<file path="src/sv/hecs_pkg.sv">
// hecs_pkg: shared constants, widths and helpers for the hall edge counter
// and speed block. Used by hecs_tracker and hall_edge_counter_speed.
// No dependencies.
`timescale 1ns / 1ps
`default_nettype none

package hecs_pkg;

    // fixed field widths
    localparam int CFG_BITS       = 24;
    localparam int CFG_INDEX_BITS = 1;
    localparam int PULSE_BITS     = 16;
    localparam int POS_OUT_BITS   = 32;
    localparam int SPEED_BITS     = 40;

    // configuration register indexes
    localparam logic [CFG_INDEX_BITS-1:0] CFG_WINDOW_SAMPLES = 1'b0;
    localparam logic [CFG_INDEX_BITS-1:0] CFG_RPM_FACTOR     = 1'b1;

    // reset values of the configuration registers
    localparam logic [CFG_BITS-1:0] WINDOW_RESET = 24'd250000;
    localparam logic [CFG_BITS-1:0] FACTOR_RESET = 24'd7680;

    typedef logic [2:0] t_phase;

    localparam t_phase PHASE_NONE = 3'd0;
    localparam t_phase PHASE_1    = 3'd1;
    localparam t_phase PHASE_2    = 3'd2;
    localparam t_phase PHASE_3    = 3'd3;
    localparam t_phase PHASE_4    = 3'd4;

    // level pair to phase: 01 -> 1, 11 -> 2, 10 -> 3, 00 -> 4 (a first)
    function automatic t_phase phase_of(input logic a, input logic b);
        t_phase ph;
        case ({a, b})
            2'b01:   ph = PHASE_1;
            2'b11:   ph = PHASE_2;
            2'b10:   ph = PHASE_3;
            default: ph = PHASE_4;
        endcase
        return ph;
    endfunction

    // direction of travel between two phases, wrap-round handled explicitly
    function automatic logic phase_up(input t_phase ph, input t_phase last);
        logic up;
        up = ((ph > last) && !((ph == PHASE_4) && (last == PHASE_1)))
            || ((ph == PHASE_1) && (last == PHASE_4));
        return up;
    endfunction

endpackage

`default_nettype wire

</file>
<file path="src/sv/hecs_tracker.sv">
// hecs_tracker: edge detection, pulse count, position and window counting,
// with a one-entry report register. Depends on hecs_pkg.
`timescale 1ns / 1ps
`default_nettype none

module hecs_tracker #(
    parameter int COUNT_BITS    = 16,
    parameter int POSITION_BITS = 32
) (
    input  wire logic                          i_clk,
    input  wire logic                          i_rst_n,
    input  wire logic                          i_accept,
    input  wire logic                          i_hall_a,
    input  wire logic                          i_hall_b,
    input  wire logic [hecs_pkg::CFG_BITS-1:0] i_window_samples,
    input  wire logic                          i_rep_take,
    output logic                               o_rep_valid,
    output logic [COUNT_BITS-1:0]              o_rep_count,
    output logic [POSITION_BITS-1:0]           o_rep_position
);

    logic [1:0]                        r_prev_levels;
    hecs_pkg::t_phase                  r_last_phase;
    logic [COUNT_BITS-1:0]             r_edge_count;
    logic [POSITION_BITS-1:0]          r_position;
    logic [hecs_pkg::CFG_BITS-1:0]     r_window_counter;
    logic                              r_rep_valid;
    logic [COUNT_BITS-1:0]             r_rep_count;
    logic [POSITION_BITS-1:0]          r_rep_position;

    logic                              event_hit;
    hecs_pkg::t_phase                  phase_now;
    logic [COUNT_BITS-1:0]             n_edge_count;
    logic [POSITION_BITS-1:0]          n_position;
    logic [hecs_pkg::CFG_BITS-1:0]     win_eff;
    logic [hecs_pkg::CFG_BITS-1:0]     n_window_counter;
    logic                              report;

    always_comb begin
        event_hit = (i_hall_a && !r_prev_levels[0]) || (i_hall_b && !r_prev_levels[1]);
        phase_now = hecs_pkg::phase_of(i_hall_a, i_hall_b);

        n_edge_count = r_edge_count;
        n_position   = r_position;
        if (event_hit) begin
            if (r_edge_count != {COUNT_BITS{1'b1}}) begin
                n_edge_count = r_edge_count + COUNT_BITS'(1);
            end
            if (hecs_pkg::phase_up(phase_now, r_last_phase)) begin
                n_position = r_position + POSITION_BITS'(1);
            end else begin
                n_position = r_position - POSITION_BITS'(1);
            end
        end

        // a zero window acts as one sample
        win_eff          = (i_window_samples == '0) ? hecs_pkg::CFG_BITS'(1) : i_window_samples;
        n_window_counter = r_window_counter + hecs_pkg::CFG_BITS'(1);
        report           = (n_window_counter >= win_eff);
    end

    always_ff @(posedge i_clk) begin
        if (!i_rst_n) begin
            r_prev_levels    <= '0;
            r_last_phase     <= hecs_pkg::PHASE_NONE;
            r_edge_count     <= '0;
            r_position       <= '0;
            r_window_counter <= '0;
            r_rep_valid      <= 1'b0;
        end else begin
            // a new report wins over the take of the old one
            if (i_accept && report) begin
                r_rep_valid <= 1'b1;
            end else if (i_rep_take) begin
                r_rep_valid <= 1'b0;
            end
            if (i_accept) begin
                r_prev_levels <= {i_hall_b, i_hall_a};
                r_position    <= n_position;
                if (event_hit) begin
                    r_last_phase <= phase_now;
                end
                if (report) begin
                    r_window_counter <= '0;
                    r_edge_count     <= '0;
                end else begin
                    r_window_counter <= n_window_counter;
                    r_edge_count     <= n_edge_count;
                end
            end
        end
    end

    // report payload, loaded with the count including this beat's event
    always_ff @(posedge i_clk) begin
        if (i_accept && report) begin
            r_rep_count    <= n_edge_count;
            r_rep_position <= n_position;
        end
    end

    assign o_rep_valid    = r_rep_valid;
    assign o_rep_count    = r_rep_count;
    assign o_rep_position = r_rep_position;

endmodule

`default_nettype wire

</file>
<file path="src/sv/hall_edge_counter_speed.sv">
// hall_edge_counter_speed: top level of the hall sensor edge counter with
// position tracking and windowed speed. Depends on hecs_pkg, hecs_tracker.
//
// Usage:
//   Input channel (i_in_valid / o_in_stall) carries one sample of the two
//   hall lines per beat. Output channel (o_out_valid / i_out_stall) carries
//   one report at the end of every window: pulse total, position and speed.
//   Configuration: i_cfg_we writes i_cfg_data to register i_cfg_index
//   (0 window_samples, 1 rpm_factor_q16); write only while idle.
//   Throughput: one sample per clock while o_in_stall is low. All per-sample
//   state updates in the cycle the beat is accepted.
//   Report path: the sample that closes the window loads the report register;
//   the report then passes through the count x factor multiply into the
//   output register.
//   Stall: a report waits in the output register while i_out_stall is high;
//   samples keep flowing until a second report is waiting behind it, then
//   o_in_stall rises until the output drains.
//   Reset: synchronous active low; clears all counters and the position,
//   loads window_samples 250000 and rpm_factor_q16 7680.
`timescale 1ns / 1ps
`default_nettype none

module hall_edge_counter_speed #(
    parameter int COUNT_BITS    = 16,
    parameter int POSITION_BITS = 32
) (
    input  wire logic                                i_clk,
    input  wire logic                                i_rst_n,
    input  wire logic                                i_in_valid,
    output logic                                     o_in_stall,
    input  wire logic                                i_hall_a,
    input  wire logic                                i_hall_b,
    output logic                                     o_out_valid,
    input  wire logic                                i_out_stall,
    output logic [hecs_pkg::PULSE_BITS-1:0]          o_pulse_total,
    output logic signed [hecs_pkg::POS_OUT_BITS-1:0] o_position_count,
    output logic [hecs_pkg::SPEED_BITS-1:0]          o_speed_q16,
    input  wire logic                                i_cfg_we,
    input  wire logic [hecs_pkg::CFG_INDEX_BITS-1:0] i_cfg_index,
    input  wire logic [hecs_pkg::CFG_BITS-1:0]       i_cfg_data
);

    localparam int PROD_BITS = COUNT_BITS + hecs_pkg::CFG_BITS;

    logic [hecs_pkg::CFG_BITS-1:0]     r_window_samples;
    logic [hecs_pkg::CFG_BITS-1:0]     r_rpm_factor;
    logic                              r_out_valid;
    logic [hecs_pkg::PULSE_BITS-1:0]   r_pulse_total;
    logic [hecs_pkg::POS_OUT_BITS-1:0] r_position_count;
    logic [hecs_pkg::SPEED_BITS-1:0]   r_speed;

    logic                              accept;
    logic                              out_adv;
    logic                              rep_valid;
    logic                              rep_take;
    logic [COUNT_BITS-1:0]             rep_count;
    logic [POSITION_BITS-1:0]          rep_position;
    logic [PROD_BITS-1:0]              product;
    logic [hecs_pkg::SPEED_BITS-1:0]   n_speed;
    logic [hecs_pkg::PULSE_BITS-1:0]   n_pulse_total;
    logic [hecs_pkg::POS_OUT_BITS-1:0] n_position_count;

    always_ff @(posedge i_clk) begin
        if (!i_rst_n) begin
            r_window_samples <= hecs_pkg::WINDOW_RESET;
            r_rpm_factor     <= hecs_pkg::FACTOR_RESET;
        end else if (i_cfg_we) begin
            case (i_cfg_index)
                hecs_pkg::CFG_WINDOW_SAMPLES: r_window_samples <= i_cfg_data;
                hecs_pkg::CFG_RPM_FACTOR:     r_rpm_factor     <= i_cfg_data;
                default: ;
            endcase
        end
    end

    assign out_adv    = !r_out_valid || !i_out_stall;
    assign rep_take   = rep_valid && out_adv;
    // hold samples only when a report is stuck behind a waiting one
    assign o_in_stall = rep_valid && !out_adv;
    assign accept     = i_in_valid && !o_in_stall;

    hecs_tracker #(
        .COUNT_BITS    (COUNT_BITS),
        .POSITION_BITS (POSITION_BITS)
    ) u_tracker (
        .i_clk            (i_clk),
        .i_rst_n          (i_rst_n),
        .i_accept         (accept),
        .i_hall_a         (i_hall_a),
        .i_hall_b         (i_hall_b),
        .i_window_samples (r_window_samples),
        .i_rep_take       (rep_take),
        .o_rep_valid      (rep_valid),
        .o_rep_count      (rep_count),
        .o_rep_position   (rep_position)
    );

    assign product = PROD_BITS'(rep_count) * PROD_BITS'(r_rpm_factor);

    generate
        if (PROD_BITS >= hecs_pkg::SPEED_BITS) begin : g_speed_trunc
            assign n_speed = product[hecs_pkg::SPEED_BITS-1:0];
        end else begin : g_speed_ext
            assign n_speed = {{(hecs_pkg::SPEED_BITS-PROD_BITS){1'b0}}, product};
        end

        if (COUNT_BITS >= hecs_pkg::PULSE_BITS) begin : g_pulse_trunc
            assign n_pulse_total = rep_count[hecs_pkg::PULSE_BITS-1:0];
        end else begin : g_pulse_ext
            assign n_pulse_total = {{(hecs_pkg::PULSE_BITS-COUNT_BITS){1'b0}}, rep_count};
        end

        // narrow position is sign extended, wide one gives its low bits
        if (POSITION_BITS >= hecs_pkg::POS_OUT_BITS) begin : g_pos_trunc
            assign n_position_count = rep_position[hecs_pkg::POS_OUT_BITS-1:0];
        end else begin : g_pos_ext
            assign n_position_count = {{(hecs_pkg::POS_OUT_BITS-POSITION_BITS){
                rep_position[POSITION_BITS-1]}}, rep_position};
        end
    endgenerate

    always_ff @(posedge i_clk) begin
        if (!i_rst_n) begin
            r_out_valid <= 1'b0;
        end else if (out_adv) begin
            r_out_valid <= rep_valid;
        end
    end

    always_ff @(posedge i_clk) begin
        if (rep_take) begin
            r_pulse_total    <= n_pulse_total;
            r_position_count <= n_position_count;
            r_speed          <= n_speed;
        end
    end

    assign o_out_valid      = r_out_valid;
    assign o_pulse_total    = r_pulse_total;
    assign o_position_count = r_position_count;
    assign o_speed_q16      = r_speed;

endmodule

`default_nettype wire

</file>
<file path="config.mk">
export PLATFORM = sky130hd
export DESIGN_NAME = hall_edge_counter_speed
export DESIGN_NICKNAME = d
export VERILOG_FILES = /design/src/sv/hecs_pkg.sv /design/src/sv/hecs_tracker.sv /design/src/sv/hall_edge_counter_speed.sv
export SDC_FILE = /design/constraint.sdc
export NUM_CORES = 1
export LEC_CHECK = 0
export ABC_AREA = 1
export BUFFER_PORTS_ARGS = -buffer_cell sky130_fd_sc_hd__buf_4
export CORE_UTILIZATION = 40
export CTS_CLUSTER_DIAMETER = 40
export DETAILED_ROUTE_END_ITERATION = 10
export MAX_ROUTING_LAYER = met4
export RECOVER_POWER = 25
export SYNTH_ARGS = -nofsm -noshare
export SYNTH_HDL_FRONTEND = slang
export SYNTH_HIERARCHICAL = 1
export SYNTH_SLANG_ARGS = --single-unit
</file>
<file path="constraint.sdc">
create_clock -name i_clk -period 5.3 [get_ports i_clk]
set_input_delay 0.53 -clock i_clk [delete_from_list [all_inputs] [get_ports i_clk]]
set_output_delay 0.53 -clock i_clk [all_outputs]
set_load 0.01 [all_outputs]
</file>
==> flow_summary.json, run 1 <==
{
  "dieHeight_um": 263,
  "place_area_um2": 30400,
  "grt_pass1_vias": 23000,
  "avgSynthCellArea_um2": 7.39,
  "wire_per_inst_um": 15.4,
  "vias_per_cell": 4.72,
  "worstHoldPathCells": 3,
  "cts_made_buffers": 52,
  "slowest_stage": "fa_1",
  "path_buf_inv": 8,
  "worstHoldPathType": "input port to flop",
  "die_w_um": 263,
  "post-route-min-period_ps": 5470,
  "hpwl_mm": 57.8,
  "synth.largest_area_cell": "fa_1",
  "grt_pass1_wl_mm": 120,
  "synth_top_area_share_pct": 22.6,
  "antenna_found_initial": 2,
  "cpMostUsedCell": "fa_1",
  "startpoint": "u_tracker/o_rep_count[13]$_DFFE_PP_",
  "r2r_slack_ps": -170,
  "ant_nets": 0,
  "dr.pass1.iters": 6,
  "insertion_delay_ps": 620,
  "ir_drop_mv": 0.483,
  "fmax_mhz": 183,
  "rsz0062_at_grt": "true",
  "crit_type": "flop to flop",
  "synth.net_count": 4192,
  "cp-end-kind": "flop",
  "synth_edf_count": 136,
  "num-fill-cells": 6309,
  "cts_tree": "done",
  "vias": 23100,
  "drt-initial-drc-count": 1340,
  "num_io_pins": 122,
  "slew_viol_final": 72,
  "yosys-top-cells-count": "nand2_1, inv_1, fa_1, nor2_1, ha_1",
  "tightest_slew_ps": 3010,
  "area_growth_pct": 26.0,
  "numClockSinks": 263,
  "setup_violations": 24,
  "drc": 0,
  "synth_area_um2": 27200,
  "synth-main-ff-cell": "edfxtp_1",
  "worstPathRequired_ps": 5640,
  "final_layout_size_suffix_gt1_share_pct": 21.0,
  "place.gp.congestion": 0.929,
  "path_clk_slew_ps": 50,
  "worst_hold_path.endpoint": "r_rpm_factor[9]$_SDFFE_PN1P_",
  "ys_types": 42,
  "fin_skew_ps": 38.4,
  "synthArstFlopShare_pct": 0,
  "synth-seq-cells": 263,
  "final_cell_area_um2": 34300,
  "cts_root_buf": "clkbuf_16",
  "path_max_fanout": 7,
  "violations": "max-capacitance violations, max-slew violations, negative setup slack",
  "cp_top_family": "adder cells",
  "die-area_um2": 69000,
  "r2r_cells": 24,
  "path_cells": "buf_12 > buf_6 > nand2_2 > inv_1 > fa_1 > fa_1 > fa_1 > fa_1 > fa_1 > inv_2 > fa_1 > inv_2 > ha_4 > nand2_4 > inv_4 > buf_12 > nand2_8 > inv_1 > nand2_1 > nand2_2 > a21oi_2 > nand2_1 > nand2_1 > nand2_1",
  "critPathMaxStageDelay_ps": 540,
  "nets": 4486,
  "synth_area_leaders": "fa_1, nand2_1, edfxtp_1, inv_1, dfxtp_1",
  "fin_crit_sh_pct": 103,
  "netlist_instances": 3678,
  "p_per_area_nw_per_um2": 484,
  "yosysSeqAreaShare_pct": 24.4,
  "hold_buffers": 0,
  "grt_max_degree": 72,
  "total_leakage_power_nw": 18.3,
  "port_buffers": 121,
  "maxCapViolCount": 1,
  "yosys_warnings": 6,
  "finalWorstSetupSlack_ps": -168,
  "clock_path_buffers": 3,
  "grt_overflow": 0,
  "status": "finished with violations",
  "cp-start-kind": "flop",
  "cp.arrival_ps": 5800,
  "fp-row-count": 95,
  "grt.total_usage_pct": 22.4,
  "yosysMostFrequentCell": "nand2_1",
  "h-tree-depth": 2,
  "fin_setup_tns_ps": -2330,
  "hold_viol_final": 0,
  "slew_headroom_pct": -101,
  "initial_utilization_pct": 40.5,
  "regToRegEndpoint": "o_speed_q16[33]$_DFFE_PP_",
  "hp-start": "i_cfg_data[9]",
  "drt_wl_total_mm": 75.1,
  "r2r_start": "u_tracker/o_rep_count[13]$_DFFE_PP_",
  "core_area_um2": 67200
}
==> per-stage QoR <==
step	cells	power (W)	util [%]	hold WS, ps	worst slack [ps]
after global routing	4890	0.0177	51.0	132	-354
final	4890	0.0166	51.0	151	-168
after CTS	4870	0.0148	49.7	123	-119
after detailed placement	4746	0.00956	45.3	405	-404
after global placement	4746	0.00950	45.3	404	-380
after floorplan	3678	0.00709	-	400	-16.4
==> logic make-up after synthesis <==
kind of cell,count (synthesis),synth area share (%)
AO/OA/AOI/OAI,251,4.84
XOR/XNOR,50,1.61
adder cells (fa/ha/maj),482,30.7
buffers and inverters,1041,14.5
flip-flops,263,24.4
multiplexers,3,0.110
AND/OR/NAND/NOR,1588,23.9
==> per-layer routing <==
metal	global-route usage [%]	part of all wire [%]	wire length, µm
met1	28.3	44	33300
met2	36.8	47	35600
met3	3.86	5.6	4180
met4	6.61	2.7	2040
met5	-	0	0
==> worst reg2reg max path, stage by stage (launching register included) <==
cell and delay [ps]:
edfxtp_1 430, buf_12 180, buf_6 120, nand2_2 60, inv_1 40, fa_1 460
fa_1 520, fa_1 540, fa_1 530, fa_1 510, inv_2 40, fa_1 510
inv_2 50, ha_4 270, nand2_4 80, inv_4 50, buf_12 120, nand2_8 80
inv_1 50, nand2_1 70, nand2_2 70, a21oi_2 190, nand2_1 100, nand2_1 80
nand2_1 50
==> placed cells by master, fill, tap and decap left out, drive strengths merged, types with 61 or more instances in the layout <==
master  instances
nand2        1109
inv           934
buf           363
fa            307
nor2          252
ha            175
nand3         159
edfxtp        136
dfxtp         127
o21ai         117
a21oi         111
clkbuf         61
==> layout make-up <==
type | count | area, µm² | share of cell area [%]
multi-input combinational | 2374 | 18000 | 52.7
sequential | 263 | 6640 | 19.4
inverter | 916 | 3470 | 10.1
timing repair buffer | 365 | 3200 | 9.35
clock buffer | 59 | 1370 | 4.00
tap | 873 | 1090 | 3.19
clock inverter | 38 | 435 | 1.27
antenna | 2 | 5.00 | 0.0146
==> sequential cells by signal, summed over array words and instances, names as in the netlist <==
| signal | flops |
|---|---|
| u_tracker/r_window_counter | 24 |
| o_speed_q16 | 40 |
| o_pulse_total | 16 |
| o_position_count | 32 |
| u_tracker/r_prev_levels | 2 |
| u_tracker/o_rep_valid | 1 |
| r_rpm_factor | 24 |
| u_tracker/o_rep_count | 16 |
| o_out_valid | 1 |
| u_tracker/r_position | 32 |
| u_tracker/o_rep_position | 32 |
| u_tracker/r_edge_count | 16 |
| r_window_samples | 24 |
| u_tracker/r_last_phase | 3 |
==> timing repair <==
item | in CTS | in global routing
setup endpoints to repair | 29 | 29
cloned | 1 | 1
resized for setup | 254 | 216
pin swaps | 127 | 96
buffers inserted | 26 | 19
==> power breakdown <==
part | leakage [nW] | internal, W | switching (W)
Combinational | 15.2 | 0.00460 | 0.00613
Clock | 0.868 | 0.00207 | 0.00129
Sequential | 2.28 | 0.00242 | 0.0000654
Total | 18.3 | 0.00909 | 0.00748
==> how the worst max path moves through the flow <==
stage | to | cells past startpoint
final | o_speed_q16[33]$_DFFE_PP_ | 24
after global routing | o_speed_q16[33]$_DFFE_PP_ | 22
after CTS | o_speed_q16[33]$_DFFE_PP_ | 20
after detailed placement | o_speed_q16[38]$_DFFE_PP_ | 22
after global placement | o_speed_q16[23]$_DFFE_PP_ | 21
after floorplan | o_speed_q16[34]$_DFFE_PP_ | 25
No activity file was read; power rests on OpenSTA's default activity.
==> run 2, diff against run 1 <==
Settings changed: SKIP_LAST_GASP set to 1.
==> flow_summary.json, run 2 (synthesis results as in run 1) <==
{
  "rsz0062_at_grt": "true",
  "layout_common_cells": "nand2_1, inv_1, buf_4",
  "port_buffers": 121,
  "core_area_um2": 67200,
  "initial_utilization_pct": 40.5,
  "final_layout_size_suffix_gt1_share_pct": 19.9,
  "cp.arrival_ps": 5810,
  "hold_viol_final": 0,
  "grt.total_usage_pct": 22.4,
  "worstPathRequired_ps": 5630,
  "clock_path_buffers": 3,
  "fmax_mhz": 183,
  "grt_max_degree": 72,
  "nets": 4480,
  "h-tree-depth": 2,
  "numClockSinks": 263,
  "num_io_pins": 122,
  "die-area_um2": 69000,
  "p_per_area_nw_per_um2": 467,
  "antenna_found_initial": 2,
  "hold_buffers": 0,
  "wire_per_inst_um": 15.3,
  "slew_viol_final": 72,
  "critPathMaxStageDelay_ps": 540,
  "setup_violations": 22,
  "maxCapViolCount": 1,
  "grt_pass1_wl_mm": 120,
  "hpwl_mm": 57.8,
  "drt_wl_total_mm": 74.7,
  "utilization_pct": 50.7,
  "cp-end-kind": "flop",
  "place_ws_ps": -404,
  "violations": "max-capacitance violations, max-slew violations, negative setup slack",
  "fin_skew_ps": 38.0,
  "r2r_slack_ps": -180,
  "slew_headroom_pct": -101,
  "cpMostUsedCell": "inv_2",
  "path_max_fanout": 4,
  "crit_type": "flop to flop",
  "hp-start": "i_cfg_data[9]",
  "r2r_cells": 25,
  "slowest_stage": "fa_1",
  "path_clk_slew_ps": 50,
  "vias_per_cell": 4.71,
  "cts_root_buf": "clkbuf_16",
  "area_growth_pct": 25.2,
  "cp-start-kind": "flop",
  "r2r_start": "u_tracker/o_rep_count[4]$_DFFE_PP_",
  "place.gp.congestion": 0.929,
  "insertion_delay_ps": 620,
  "finalWorstSetupSlack_ps": -179,
  "drt-initial-drc-count": 1311,
  "post-route-min-period_ps": 5480,
  "status": "finished with violations",
  "tightest_slew_ps": 3020,
  "worstHoldPathType": "input port to flop",
  "layout_commonest_cell": "nand2_1",
  "fin_crit_sh_pct": 103,
  "power_w": 0.0159,
  "regToRegEndpoint": "o_speed_q16[33]$_DFFE_PP_",
  "largest_register_ffs": 40,
  "ir_drop_mv": 0.447,
  "die_w_um": 263,
  "grt_overflow": 0,
  "cts_tree": "done",
  "cts_made_buffers": 52,
  "dr.pass1.iters": 8,
  "grt_pass1_vias": 22900,
  "dieHeight_um": 263,
  "worstHoldPathCells": 3,
  "fp-row-count": 95,
  "worst_hold_path.endpoint": "r_rpm_factor[9]$_SDFFE_PN1P_",
  "ant_nets": 0,
  "total_leakage_power_nw": 18.2,
  "drc": 0,
  "vias": 23000
}
-- run 2: stage by stage --
| step | cell area, µm² | TNS, ps | instances | hold WS [ps] |
|---|---|---|---|---|
| 6_report | 34000 | -2200 | 4884 | 151 |
| 3_3_place_gp | 30400 | -7360 | 4746 | 404 |
| 3_5_place_dp | 30400 | -8700 | 4746 | 405 |
| 4_1_cts | 33300 | -1500 | 4870 | 123 |
| 2_1_floorplan | 27300 | -36.7 | 3678 | 400 |
| 5_1_grt | 34000 | -6990 | 4884 | 132 |
-- run 2: power by group --
part           leakage [nW]  switching [W]  internal, W
Clock                 0.868        0.00129      0.00207
Sequential             2.28      0.0000651      0.00242
Combinational          15.1        0.00575      0.00431
Total                  18.2        0.00710      0.00880
-- run 2: routing by layer --
metal  GRT usage (%)  part of all wire, %  wire length, µm  vias up
met5               -                    0                0        -
met2            36.8                   47            35100      533
met1            28.3                   45            33300    10800
met3            3.95                  5.6             4180      125
met4            6.58                  2.8             2070        0
li1                -                    -                -    11500
-- run 2: what timing repair did --
action,in CTS,in global routing
cloned,1,2
endpoints found under the setup margin,29,29
resized for setup,235,175
pin swaps,127,107
setup buffers,26,13
endpoints found under the hold margin,0,0
-- run 2: how the worst max path moves through the flow --
stage | startpoint | end | cells after the start
global route | u_tracker/o_rep_count[5]$_DFFE_PP_ | o_speed_q16[35]$_DFFE_PP_ | 27
floorplan | u_tracker/o_rep_count[6]$_DFFE_PP_ | o_speed_q16[34]$_DFFE_PP_ | 25
CTS | u_tracker/o_rep_count[12]$_DFFE_PP_ | o_speed_q16[38]$_DFFE_PP_ | 22
detailed placement | u_tracker/o_rep_count[5]$_DFFE_PP_ | o_speed_q16[38]$_DFFE_PP_ | 22
global placement | r_rpm_factor[8]$_SDFFE_PN0P_ | o_speed_q16[23]$_DFFE_PP_ | 21
finish | u_tracker/o_rep_count[4]$_DFFE_PP_ | o_speed_q16[33]$_DFFE_PP_ | 25
-- run 2: area by class of cell --
type                    count  area, µm²
fillers                  6352      33100
multi-input cells        2374      17900
flip-flops and latches    263       6650
inverters                 916       3450
repair buffers            359       3130
clock buffers              59       1370
well taps                 873       1090
clock inverters            38        435
diodes                      2       5.00
-- run 2: worst max-delay path: cells and delay by family, from the launching register on --
kind	cells	cell delay, ps
flip-flops	1	480
adder cells (fa/ha/maj)	7	3180
AND/OR/NAND/NOR	9	840
AO/OA/AOI/OAI	1	140
buffers and inverters	8	600
==> run 3, diff against run 2 <==
Settings changed: CELL_PAD_IN_SITES_DETAIL_PLACEMENT set to 1, CELL_PAD_IN_SITES_GLOBAL_PLACEMENT set to 1, PLACE_DENSITY_LB_ADDON set to 0.1.
==> flow_summary.json, run 3 (synthesis results as in run 1) <==
{
  "grt_pass1_vias": 26600,
  "cp.arrival_ps": 6080,
  "hp-start": "i_cfg_data[12]",
  "dr.pass1.iters": 7,
  "rsz0062_at_grt": "true",
  "cts_made_buffers": 55,
  "dieHeight_um": 263,
  "layout_common_cells": "nand2_1, inv_1, buf_4",
  "path_cells": "buf_6 > buf_8 > nand2_4 > inv_2 > fa_1 > inv_2 > fa_1 > fa_2 > inv_2 > fa_2 > fa_1 > inv_2 > fa_1 > inv_2 > ha_4 > nand2_4 > buf_4 > nor3_2 > nand2_1 > nand2_2 > nand2_1 > nand3_1 > nand2_1",
  "fmax_mhz": 174,
  "wire_per_inst_um": 18.6,
  "grt_overflow": 0,
  "final_cell_area_um2": 34700,
  "cp-start-kind": "flop",
  "insertion_delay_ps": 660,
  "multi_input_area_um2": 18200,
  "fin_skew_ps": 91.2,
  "place_area_um2": 30400,
  "die-area_um2": 69000,
  "worstHoldPathType": "input port to flop",
  "critPathMaxStageDelay_ps": 590,
  "numClockSinks": 263,
  "crit_type": "flop to flop",
  "regArea_um2": 6640,
  "die_w_um": 263,
  "r2r_start": "u_tracker/o_rep_count[5]$_DFFE_PP_",
  "drt_wl_total_mm": 91.1,
  "path_clk_slew_ps": 50,
  "h-tree-depth": 2,
  "largest_register_ffs": 40,
  "num_io_pins": 122,
  "num-fill-cells": 8131,
  "grt.total_usage_pct": 26.7,
  "clock_path_buffers": 3,
  "tightest_slew_ps": 3190,
  "timing.hold.ws_ps": 108,
  "status": "finished with violations",
  "final_layout_size_suffix_gt1_share_pct": 21.9,
  "fin_crit_sh_pct": 109,
  "nets": 4492,
  "slowest_stage": "fa_2",
  "hold_viol_final": 0,
  "cts_tree": "done",
  "post-route-min-period_ps": 5750,
  "p_per_area_nw_per_um2": 499,
  "r2r_slack_ps": -450,
  "area_growth_pct": 27.8,
  "ant_nets": 0,
  "port_buffers": 121,
  "finalWorstSetupSlack_ps": -451,
  "n_antenna_cell": 0,
  "path_buf_inv": 8,
  "place.gp.congestion": 0.905,
  "antenna_found_initial": 0,
  "grt_pass1_wl_mm": 142,
  "ir_drop_mv": 0.469,
  "slew_headroom_pct": -113,
  "startpoint": "u_tracker/o_rep_count[5]$_DFFE_PP_",
  "total_leakage_power_nw": 18.5,
  "hpwl_mm": 68.4,
  "place_ws_ps": -591,
  "vias": 24100,
  "violations": "max-capacitance violations, max-slew violations, negative setup slack",
  "layout_commonest_cell": "nand2_1",
  "cp-end-kind": "flop",
  "fp-row-count": 95,
  "worstPathRequired_ps": 5630,
  "initial_utilization_pct": 40.5,
  "setup_violations": 28,
  "cts_root_buf": "clkbuf_16",
  "vias_per_cell": 4.92,
  "slew_viol_final": 72,
  "path_max_fanout": 7,
  "drt-initial-drc-count": 1077,
  "cpMostUsedCell": "inv_2",
  "maxCapViolCount": 1,
  "grt_max_degree": 72,
  "core_area_um2": 67200,
  "drc": 0,
  "cp_top_family": "adder cells"
}
[run 3: cell count changes in the layout (fill, tap and decap cells not counted), sizes merged]
cell / previous run / this run
buf: 356 / 366
bufinv: 3 / 9
clkbuf: 62 / 60
clkinv: 12 / 20
diode: 2 / 0
inv: 934 / 928
[run 3: through the flow]
step	TNS [ps]	total power, W	cells	util, %
final	-9040	0.0173	4898	51.7
after global routing	-13080	0.0184	4898	51.7
after CTS	-6240	0.0152	4870	49.8
after detailed placement	-12450	0.00981	4732	45.3
after global placement	-8970	0.00956	4732	45.3
after floorplan	-36.7	0.00709	3678	-
[run 3: repair_timing]
action,CTS,global route
endpoints found under the hold margin,0,0
hold buffers,0,0
pin swaps,113,176
endpoints found under the setup margin,29,31
gates cloned,2,1
buffers inserted,33,33
gates resized for setup,196,308
[run 3: area by class of cell]
class	count	share of cell area, %
inverters	916	9.95
multi-input cells	2374	52.5
well taps	873	3.15
clock buffers	58	4.00
clock inverters	46	1.74
flip-flops and latches	263	19.1
repair buffers	368	9.55
[run 3: worst paths after layout]
| check | end | cells after the start |
|---|---|---|
| min reg2reg | o_position_count[20]$_DFFE_PP_ | 0 |
| max | o_speed_q16[34]$_DFFE_PP_ | 23 |
| min | r_rpm_factor[12]$_SDFFE_PN1P_ | 3 |
| max reg2reg | o_speed_q16[34]$_DFFE_PP_ | 23 |
[run 3: power by group]
group          internal (W)  switching, W
Sequential          0.00242     0.0000705
Combinational       0.00459       0.00655
Clock               0.00238       0.00133
Total               0.00938       0.00795
[run 3: layer usage]
layer,share of wire (%),routed length (µm),global-route usage (%)
met1,43,39100,31.9
met2,51,46500,47.4
met3,3.1,2850,2.95
met4,2.8,2550,6.93
met5,0,0,-
[run 3: worst min-delay path, delay by kind of cell]
family | cells | cell delay [ps]
buffers and inverters | 1 | 100
and+or+nand+nor | 2 | 100
